===== config.mk =====
export PLATFORM = sky130hd
export DESIGN_NAME = i2c_master_bit_sequencer_unit
export DESIGN_NICKNAME = d
export VERILOG_FILES = /design/src/rtl/i2cbs_pkg.sv /design/src/rtl/i2c_master_bit_sequencer_unit.sv /design/src/rtl/i2cbs_step.sv
export SDC_FILE = /design/constraint.sdc
export NUM_CORES = 1
export LEC_CHECK = 0
export BUFFER_PORTS_ARGS = -buffer_cell sky130_fd_sc_hd__buf_4
export CAP_MARGIN = 10
export CORE_ASPECT_RATIO = 0.9
export CORE_MARGIN = 8
export CORE_UTILIZATION = 60
export CTS_BUF_LIST = sky130_fd_sc_hd__clkbuf_4 sky130_fd_sc_hd__clkbuf_8 sky130_fd_sc_hd__clkbuf_16
export CTS_CLUSTER_DIAMETER = 200
export DETAILED_ROUTE_END_ITERATION = 7
export PLACE_DENSITY = 0.8
export SKIP_CTS_REPAIR_TIMING = 1
export SLEW_MARGIN = 15
export SYNTH_ARGS = -nofsm -noshare
export SYNTH_HDL_FRONTEND = slang
export SYNTH_SLANG_ARGS = --single-unit

===== constraint.sdc =====
create_clock -name clk -period 3.4 [get_ports clk]
set_input_delay 0.68 -clock clk [delete_from_list [all_inputs] [get_ports clk]]
set_output_delay 0.68 -clock clk [all_outputs]
set_load 0.02 [all_outputs]

===== src/rtl/i2cbs_pkg.sv =====
// Shared types and constants for the I2C master bit sequencer.
package i2cbs_pkg;

  localparam int PERIOD_WIDTH = 12;
  localparam logic [PERIOD_WIDTH-1:0] PERIOD_RESET = PERIOD_WIDTH'(10);

  // Operation codes
  localparam logic [2:0] OP_IDLE  = 3'd0;
  localparam logic [2:0] OP_START = 3'd1;
  localparam logic [2:0] OP_WRITE = 3'd2;
  localparam logic [2:0] OP_READ  = 3'd3;
  localparam logic [2:0] OP_STOP  = 3'd4;

  // Segment steps within an operation
  localparam logic [2:0] PH_S0 = 3'd0;
  localparam logic [2:0] PH_S1 = 3'd1;
  localparam logic [2:0] PH_S2 = 3'd2;
  localparam logic [2:0] PH_S3 = 3'd3;
  localparam logic [2:0] PH_S4 = 3'd4;
  localparam logic [2:0] PH_S5 = 3'd5;
  localparam logic [2:0] PH_S6 = 3'd6;

  localparam logic [3:0] BITS_PER_BYTE = 4'd8;

  typedef struct packed {
    logic [2:0] operation;
    logic [7:0] data_byte;
    logic       last_read;
    logic       sda_sample;
  } in_t;

  typedef struct packed {
    logic       scl_release;
    logic       sda_release;
    logic       busy_res;
    logic       done_res;
    logic       ack_seen;
    logic [7:0] read_value;
  } out_t;

  typedef struct packed {
    logic [2:0]              active_op;
    logic [2:0]              phase;
    logic [3:0]              bit_index;
    logic [7:0]              shift_byte;
    logic [PERIOD_WIDTH-1:0] delay_left;
    logic                    nack_flag;
    logic                    scl_line;
    logic                    sda_line;
    logic                    ack_flag;
    logic [7:0]              read_value;
  } seq_st_t;

  // Idle with both lines released
  localparam seq_st_t SEQ_RESET = '{scl_line: 1'b1, sda_line: 1'b1, default: '0};

endpackage


===== src/rtl/i2c_master_bit_sequencer_unit.sv =====
// Top level of the tick-driven open-drain I2C master bit sequencer.
//
// Usage:
//  - Input channel (in_valid / in_stall / in_req): one request per tick. A
//    request carries an operation (tick only, start+address, write, read,
//    stop), the byte to send, the NACK choice for a read and the sampled SDA.
//  - Result channel (out_valid / out_stall / out_res): exactly one result per
//    request, giving the SCL/SDA release levels after that tick, busy, done,
//    the last ACK seen and the last byte read.
//  - Config port: cfg_wr_en / cfg_wr_data write clock_period (ticks per
//    phase delay). Write it only while no request is in flight.
// Timing:
//  - A request passes through the input register, then the result register.
//  - Throughput is one request per cycle while out_stall is low; the sequencer state updates in
//    the same single pass that fills the result register.
// Reset (rst_n low, synchronous): idle, both lines released, clock_period
//  back to 10, ack and read byte cleared, both stages empty.
// Stall: when out_stall holds a waiting result, the input register still
//  fills once; in_stall rises only when both stages are full.
module i2c_master_bit_sequencer_unit (
  input  logic                                clk,
  input  logic                                rst_n,
  input  logic                                in_valid,
  output logic                                in_stall,
  input  i2cbs_pkg::in_t                      in_req,
  output logic                                out_valid,
  input  logic                                out_stall,
  output i2cbs_pkg::out_t                     out_res,
  input  logic                                cfg_wr_en,
  input  logic [i2cbs_pkg::PERIOD_WIDTH-1:0]  cfg_wr_data
);
  import i2cbs_pkg::*;

  logic                    in_valid_r;
  in_t                     in_req_r;
  logic                    out_valid_r;
  out_t                    out_res_r;
  seq_st_t                 st_r;
  seq_st_t                 st_nxt;
  out_t                    res_nxt;
  logic [PERIOD_WIDTH-1:0] clock_period_r;
  logic                    advance;
  logic                    in_take;

  // Result register can take a new value when empty or being drained.
  assign advance  = ~out_valid_r | ~out_stall;
  assign in_stall = in_valid_r & ~advance;
  assign in_take  = in_valid & ~in_stall;

  i2cbs_step u_step (
    .st           (st_r),
    .req          (in_req_r),
    .clock_period (clock_period_r),
    .st_nxt       (st_nxt),
    .res          (res_nxt)
  );

  always_ff @(posedge clk) begin
    if (!rst_n) begin
      clock_period_r <= PERIOD_RESET;
    end else if (cfg_wr_en) begin
      clock_period_r <= cfg_wr_data;
    end
  end

  // Input register
  always_ff @(posedge clk) begin
    if (!rst_n) begin
      in_valid_r <= 1'b0;
    end else if (in_take) begin
      in_valid_r <= 1'b1;
    end else if (advance) begin
      in_valid_r <= 1'b0;
    end
  end

  always_ff @(posedge clk) begin
    if (in_take) begin
      in_req_r <= in_req;
    end
  end

  // Sequencer state and result register, updated when a request moves on
  always_ff @(posedge clk) begin
    if (!rst_n) begin
      st_r        <= SEQ_RESET;
      out_valid_r <= 1'b0;
    end else if (advance) begin
      out_valid_r <= in_valid_r;
      if (in_valid_r) begin
        st_r <= st_nxt;
      end
    end
  end

  always_ff @(posedge clk) begin
    if (advance && in_valid_r) begin
      out_res_r <= res_nxt;
    end
  end

  assign out_valid = out_valid_r;
  assign out_res   = out_res_r;

endmodule


===== src/rtl/i2cbs_step.sv =====
// Next-state and result logic for one tick of the bit sequencer.
module i2cbs_step (
  input  i2cbs_pkg::seq_st_t                    st,
  input  i2cbs_pkg::in_t                        req,
  input  logic [i2cbs_pkg::PERIOD_WIDTH-1:0]    clock_period,
  output i2cbs_pkg::seq_st_t                    st_nxt,
  output i2cbs_pkg::out_t                       res
);
  import i2cbs_pkg::*;

  logic                    run;
  logic                    done;
  logic [PERIOD_WIDTH-1:0] half;
  logic [3:0]              bit_inc;
  logic [2:0]              sel;

  assign half = clock_period >> 1;

  always_comb begin
    st_nxt  = st;
    run     = 1'b0;
    done    = 1'b0;
    bit_inc = 4'd0;
    sel     = 3'd0;

    if (st.active_op == OP_IDLE) begin
      if (req.operation == OP_START || req.operation == OP_WRITE ||
          req.operation == OP_READ  || req.operation == OP_STOP) begin
        st_nxt.active_op  = req.operation;
        st_nxt.phase      = (req.operation == OP_WRITE) ? PH_S1 : PH_S0;
        st_nxt.bit_index  = 4'd0;
        st_nxt.shift_byte = (req.operation == OP_READ) ? 8'd0 : req.data_byte;
        st_nxt.nack_flag  = req.last_read;
        st_nxt.delay_left = '0;
        run               = 1'b1;
      end
    end else if (st.delay_left != '0) begin
      st_nxt.delay_left = st.delay_left - PERIOD_WIDTH'(1);
    end else begin
      run = 1'b1;
    end

    if (run) begin
      bit_inc = st_nxt.bit_index + 4'd1;
      sel     = 3'd7 - st_nxt.bit_index[2:0];
      if (st_nxt.active_op == OP_START || st_nxt.active_op == OP_WRITE) begin
        unique case (st_nxt.phase)
          PH_S0: begin
            st_nxt.sda_line   = 1'b0;
            st_nxt.delay_left = clock_period;
            st_nxt.phase      = PH_S1;
          end
          PH_S1: begin
            st_nxt.scl_line = 1'b0;
            st_nxt.sda_line = st_nxt.shift_byte[sel];
            st_nxt.phase    = PH_S2;
          end
          PH_S2: begin
            st_nxt.scl_line   = 1'b1;
            st_nxt.delay_left = clock_period;
            st_nxt.bit_index  = bit_inc;
            st_nxt.phase      = (bit_inc >= BITS_PER_BYTE) ? PH_S3 : PH_S1;
          end
          PH_S3: begin
            st_nxt.scl_line = 1'b0;
            st_nxt.sda_line = 1'b1;
            st_nxt.phase    = PH_S4;
          end
          PH_S4: begin
            st_nxt.scl_line   = 1'b1;
            st_nxt.delay_left = half;
            st_nxt.phase      = PH_S5;
          end
          PH_S5: begin
            st_nxt.ack_flag   = ~req.sda_sample;
            st_nxt.scl_line   = 1'b0;
            st_nxt.delay_left = half;
            st_nxt.phase      = PH_S6;
          end
          default: begin
            st_nxt.sda_line = 1'b0;
            done            = 1'b1;
          end
        endcase
      end else if (st_nxt.active_op == OP_READ) begin
        unique case (st_nxt.phase)
          PH_S0: begin
            st_nxt.sda_line   = 1'b1;
            st_nxt.delay_left = clock_period;
            st_nxt.phase      = PH_S1;
          end
          PH_S1: begin
            st_nxt.scl_line = 1'b1;
            st_nxt.phase    = PH_S2;
          end
          PH_S2: begin
            st_nxt.shift_byte = {st_nxt.shift_byte[6:0], req.sda_sample};
            st_nxt.scl_line   = 1'b0;
            st_nxt.delay_left = clock_period;
            st_nxt.bit_index  = bit_inc;
            st_nxt.phase      = (bit_inc >= BITS_PER_BYTE) ? PH_S3 : PH_S1;
          end
          PH_S3: begin
            st_nxt.sda_line = st_nxt.nack_flag;
            st_nxt.phase    = PH_S4;
          end
          PH_S4: begin
            st_nxt.scl_line   = 1'b1;
            st_nxt.delay_left = clock_period;
            st_nxt.phase      = PH_S5;
          end
          PH_S5: begin
            st_nxt.scl_line   = 1'b0;
            st_nxt.delay_left = clock_period;
            st_nxt.phase      = PH_S6;
          end
          default: begin
            st_nxt.sda_line   = 1'b0;
            st_nxt.read_value = st_nxt.shift_byte;
            done              = 1'b1;
          end
        endcase
      end else if (st_nxt.active_op == OP_STOP) begin
        unique case (st_nxt.phase)
          PH_S0: begin
            st_nxt.sda_line   = 1'b0;
            st_nxt.delay_left = clock_period;
            st_nxt.phase      = PH_S1;
          end
          PH_S1: begin
            st_nxt.scl_line   = 1'b1;
            st_nxt.delay_left = clock_period;
            st_nxt.phase      = PH_S2;
          end
          PH_S2: begin
            st_nxt.sda_line   = 1'b1;
            st_nxt.delay_left = clock_period;
            st_nxt.phase      = PH_S3;
          end
          default: done = 1'b1;
        endcase
      end else begin
        done = 1'b1;
      end
    end

    if (done) begin
      st_nxt.active_op  = OP_IDLE;
      st_nxt.phase      = PH_S0;
      st_nxt.bit_index  = 4'd0;
      st_nxt.delay_left = '0;
    end
  end

  assign res.scl_release = st_nxt.scl_line;
  assign res.sda_release = st_nxt.sda_line;
  assign res.busy_res    = (st_nxt.active_op != OP_IDLE);
  assign res.done_res    = done;
  assign res.ack_seen    = st_nxt.ack_flag;
  assign res.read_value  = st_nxt.read_value;

endmodule

==> metrics.md, run 1 <==
| Metric | Value |
|---|---|
| Status | `completed` |
| GRT Total Usage | `approximately 23%` |
| CTS buffer count | `9` |
| Clk sinks | `82` |
| Period utilization | `86.95%` |
| Placed cells | `662` |
| Core Region | `7951 um2` |
| Clk_skew | `approximately 0.0095 ns` |
| Die W | `110.6 um` |
| Largest net degree at the start of global routing | `47` |
| Initial DRC count | `around 680` |
| Final HPWL DP | `between 9000 and 10000 um` |
| Cell Count, Final, Fillers Out | `678` |
| IO Count | `45` |
| Worst-Margin Slew | `between 0.9 and 1 ns` |
| Pwr/cell area | `424.9 nW/um2` |
| Max Cap Violations | `0` |
| WL final | `12910 um` |
| Start point of the critical path | `in_req_r[10]` |
| Area growth syn-to-layout | `11.51%` |
| Gpl congestion | `0.9636` |
| TritonCTS clock tree | `yes` |
| H-tree Lvls | `3` |
| Yosys warning total | `0` |
| Root buf cell | `clkbuf_8` |
| Post-synth EDFFs | `26` |
| Critical path capture point type | `register` |
| Count of nets after finishing | `606` |
| Grt ovf | `0` |
| Hold_sp | `st_r[0]` |
| DRT Pass-1 Iters | `7` |
| Max frequency | `0.3383 GHz` |
| Clk buf depth | `2` |
| FP Rows | `31` |
| Synth Cell Area | `4836 um2` |
| Req. time, crit path | `3.52 ns` |
| WS Path Type | `register to register` |
| CTS clock-pin slew for the worst setup and hold paths | `roughly 0.09 ns` |
| Hold Crit Class | `register to register` |
| Final setup violation count | `0` |
| Final ANT Viol Nets | `0` |
| Clk_lat worst skew | `0.36 ns` |
| Unrepaired setup endpoints after global routing | `false` |
| Synth Instances | `542` |
| Vias after detailed routing | `4592` |
| Initial antenna violation count | `0` |
| Synth Register Bits | `between 80 and 90` |
| Final Max Tran Viols | `0` |
| Vias in the first global route | `4201` |
| Share of layout cells above drive strength 1 | `between 15 and 20%` |
| Initial Utilization | `about three fifths` |
| Critical Path Start Type | `register` |
| Sequential area share after synthesis | `approximately two fifths` |
| R2r setup slk | `0.44 ns` |
| DRC viols | `0` |
| Port-buffer cells | `44` |
| Setup TNS | `0 ns` |
| Most used DFF post-synth | `dfxtp_1` |
| CP arrival | `3.07 ns` |
| Ys async rst share | `0%` |
| DR vias/cell | `6.773` |
| R2R Path Start | `in_req_r[10]` |
| Antenna cells | `0` |
| Worst Path Max Fanout | `15` |
| Hold Fails Final Rpt | `0` |
| Synth unique cells | `74` |
| Die Y-Extent | `101.2 um` |
| Leak | `2.012 nW` |
| IR drop worst, VDD | `between 0.2 and 0.3 mV` |
| Final Critical Period | `between 2 and 3 ns` |
| Die area | `11190 um2` |
| Worst rel slew slack | `a little over a third` |
| Mapped Nets | `574` |
| Per-cell routed wire length | `19.04 um` |
| Wire length of the first global-routing pass | `21220 um` |
| Synth Area per Inst | `between 8 and 9 um2` |
## through the flow
step / instance area, um2 / setup slack [ns] / power, mW / utilization [%] / hold slack (ns)
6_report: 5393 / 0.4437 / 2.291 / 67.82 / 0.4641
5_1_grt: 5393 / 0.1997 / 2.387 / 67.82 / 0.4757
4_1_cts: 5393 / 0.5427 / 2.279 / 67.82 / 0.4625
3_5_place_dp: 5211 / 0.5826 / 1.626 / 65.54 / 0.4506
3_3_place_gp: 5211 / 0.6274 / 1.617 / 65.54 / 0.4409
2_1_floorplan: 4836 / 0.9850 / 1.476 / - / 0.4354
## metal layers
layer	wire (um)	vias up	GRT usage [%]	share of wire [%]
met5	0	-	1.762	0
met4	275	0	8.402	2.1
met3	1598	40	6.454	12
met2	5324	324	32.55	41
met1	5714	2124	32.16	44
li1	-	2104	-	-
## worst max-delay path, stage by stage (launching register included)
cell      delay (ns)
edfxtp_1        0.53
or3_4           0.49
and3_1          0.42
and3_1          0.30
o311ai_0        0.44
nand4_1         0.24
nor3_1          0.23
nor2_1          0.07
## final cells by class
cell class / count / area, um2
inverter: 10 / 37.54
sequential: 82 / 1902
multi-input combinational: 412 / 2705
timing repair buffer: 59 / 442.9
clock buffer: 10 / 131.4
clock inverter: 6 / 50.05
fill: 619 / 2559
tap: 99 / 123.9
## path summary, 6_finish.rpt
kind / endpoint / depth (start not counted)
setup / recovery: out_res[11] / 7
hold / removal: st_r[0] / 2
setup reg to reg: out_res[11] / 7
hold reg to reg: st_r[0] / 2
## cell usage in the layout, fill, tap and decap left out, types with 13 or more instances in the layout
cell      count
buf_4        59
dfxtp_1      56
nand2_1      49
nor2_1       44
a21oi_1      32
mux2i_1      31
o21ai_0      27
edfxtp_1     26
nor2b_1      24
nand3_1      13
## cell usage after synthesis (4+ instances only)
master / count / area (um2)
nand4_1: 7 / 43.79
nor4_1: 4 / 25.02
and3_1: 11 / 68.82
buf_6: 4 / 45.04
buf_2: 9 / 45.04
a311o_1: 4 / 40.04
dfxtp_1: 56 / 1121
a22o_1: 10 / 87.58
nor2_1: 44 / 165.2
o21bai_1: 4 / 30.03
o31ai_1: 6 / 45.04
edfxtp_1: 26 / 780.8
nand3_1: 13 / 65.06
a21boi_0: 6 / 45.04
and2_1: 5 / 31.28
nand2b_1: 8 / 50.05
nor3_1: 11 / 55.05
inv_1: 10 / 37.54
a21oi_1: 32 / 160.2
mux2i_1: 31 / 310.3
a211o_1: 7 / 61.31
clkbuf_1: 22 / 82.58
a211oi_1: 6 / 45.04
a32o_1: 7 / 70.07
a21boi_1: 6 / 45.04
a31oi_1: 8 / 50.05
nor2b_1: 24 / 150.1
mux2_2: 5 / 56.30
a21o_1: 6 / 45.04
nand2_1: 49 / 183.9
o211ai_1: 9 / 67.56
o21ai_0: 27 / 135.1
## power breakdown
group          leakage [nW]  internal, mW  switching, mW
Combinational          1.22         0.200          0.334
Sequential            0.709          1.05         0.0408
Clock                0.0869         0.281          0.381
Total                  2.01          1.53          0.757
## sequential cells by signal, indices dropped and copies added, names as in the netlist
| name | count |
|---|---|
| st_r | 42 |
| out_valid | 1 |
| in_valid_r | 1 |
| out_res | 13 |
| clock_period_r | 12 |
| in_req_r | 13 |
## logic make-up after synthesis
kind of cell / count (synthesis) / synth area share (%)
simple gates: 196 / 21.14
flops: 82 / 39.33
mux: 36 / 7.581
fa+ha+maj: 2 / 0.5174
buf+inv: 48 / 4.735
compound gates: 174 / 25.98
xor+xnor: 4 / 0.7246
(Power assumes the default switching activity.)
==> run 2: changes to the inputs <==
Settings changed: CORE_UTILIZATION 60 to 50, PLACE_DENSITY 0.8 to 0.69.
==> metrics.md, run 2 (synthesis gave the netlist of run 1 again) <==
| Metric | Value |
|---|---|
| Biggest register | `st_r` |
| Clk buf depth | `2` |
| Max Cap Violations | `0` |
| Hold Fails Final Rpt | `0` |
| GRT Total Usage | `20.11%` |
| DRT Pass-1 Iters | `6` |
| Count of nets after finishing | `606` |
| Root buf cell | `clkbuf_8` |
| Share of layout cells above drive strength 1 | `16.75%` |
| DRC viols | `0` |
| CTS buffer count | `9` |
| Die Y-Extent | `between 100 and 150 um` |
| Req. time, crit path | `3.70 ns` |
| Worst Path Max Fanout | `15` |
| Final Critical Period | `~3 ns` |
| Logic pwr share | `22.6%` |
| Vias in the first global route | `approximately 4000` |
| Final Max Tran Viols | `0` |
| Max reg flops | `42` |
| Leak | `roughly 2.0 nW` |
| Worst rel slew slack | `49.17%` |
| Most frequent cells in the layout | `buf_4, dfxtp_1, nand2_1, nor2_1, a21oi_1` |
| Die area | `13080 um2` |
| Final setup violation count | `0` |
| Initial Utilization | `50.75%` |
| Worst-Margin Slew | `~0.76 ns` |
| Period utilization | `88.38%` |
| Core Region | `9529 um2` |
| FP Rows | `34` |
| H-tree Lvls | `3` |
| Per-cell routed wire length | `18.49 um` |
| Pwr/cell area | `about 430 nW/um2` |
| Port-buffer cells | `44` |
| Wire length of the first global-routing pass | `21300 um` |
| Largest net degree at the start of global routing | `47` |
| Post-route cell area | `5445 um2` |
| Gpl congestion | `0.9433` |
| Filler cells | `roughly 870` |
| Initial DRC count | `roughly 610` |
| Status | `completed` |
| Area growth syn-to-layout | `12.60%` |
| DR vias/cell | `6.349` |
| WL final | `13030 um` |
| TritonCTS clock tree | `yes` |
| Area after DPL | `5245 um2` |
| Net switching power | `760.2 uW` |
| Max frequency | `between 0.3 and 0.4 GHz` |
| Antenna cells | `0` |
| Critical Path Start Type | `register` |
| Clk_skew | `between 0.009 and 0.01 ns` |
| Internal Power | `around 1.6 mW` |
| Clk sinks | `~80` |
| CP arrival | `3.30 ns` |
| Setup TNS | `0 ns` |
| Final ANT Viol Nets | `0` |
| Grt ovf | `0` |
| Vias after detailed routing | `between 4000 and 5000` |
| Commonest non-fill, non-tap cell in the layout | `buf_4` |
| Sw Ratio | `32.22%` |
| Critical path capture point type | `register` |
| Initial antenna violation count | `0` |
| WS Path Type | `register to register` |
| IO Count | `45` |
| IR drop worst, VDD | `0.3001 mV` |
| Hold Crit Class | `register to register` |
| Unrepaired setup endpoints after global routing | `false` |
| Clk pwr share | `between 30% and 40%` |
| CTS clock-pin slew for the worst setup and hold paths | `0.09 ns` |
| Clk_lat worst skew | `0.36 ns` |
| Part of the power in registers | `a little under half` |
| Final HPWL DP | `9436 um` |
| Die W | `119.7 um` |
[run 2: cell count changes in the layout (fill, tap and decap cells not counted)]
cell | previous run | this run
bufinv_16 | 0 | 1
clkbuf_4 | 1 | 0
clkinv_1 | 0 | 1
clkinvlp_4 | 2 | 1
[run 2: power groups by stage]
stage / sequential (mW) / clock (mW) / combinational, mW
after floorplan: 1.11 / 0 / 0.365
after global placement: 1.11 / 0 / 0.515
after detailed placement: 1.12 / 0 / 0.516
after CTS: 1.09 / 0.752 / 0.518
after global routing: 1.10 / 0.790 / 0.578
final: 1.09 / 0.732 / 0.533
[run 2: critical path, stage by stage (launching register included)]
cell and delay [ns]:
edfxtp_1 0.52, or3_4 0.49, nand3_1 0.22, buf_4 0.24, nand3_1 0.19, nor3_2 0.52
buf_4 0.30, nor2_1 0.08, a211o_1 0.27, a21boi_1 0.11
[run 2: worst paths after layout]
path / start / end / slack (ns) / cells after the start
setup reg to reg: in_req_r[10] / st_r[2] / 0.40 / 9
hold / removal: st_r[4] / st_r[4] / 0.46 / 2
hold reg to reg: st_r[4] / st_r[4] / 0.46 / 2
setup / recovery: in_req_r[10] / st_r[2] / 0.40 / 9
[run 2: layer usage]
layer  GRT usage (%)  up-vias  share of wire (%)
li1                -     2090                  -
met1           29.94     2099                 48
met2           27.50      267                 40
met3           5.544       20                 11
met4           5.788        0                1.3
met5               0        -                  0
[run 2: layout make-up]
class,instances,area [um2],share of cell area [%]
clock buffers,9,123.9,2.275
flip-flops and latches,82,1902,34.93
multi-input cells,412,2705,49.68
inverters,10,37.54,0.6893
clock inverters,7,76.32,1.402
repair buffers,59,442.9,8.134
well taps,126,157.7,2.895
[run 2: per-stage QoR]
stage	setup slack (ns)	util [%]	std cells	hold WS (ns)	power, mW
floorplan	0.9850	-	542	0.4354	1.476
global placement	0.4895	55.04	689	0.4414	1.629
detailed placement	0.4437	55.04	689	0.4456	1.631
CTS	0.4224	57.14	705	0.4589	2.363
global route	0.2524	57.14	705	0.4703	2.469
finish	0.3951	57.14	705	0.4562	2.359
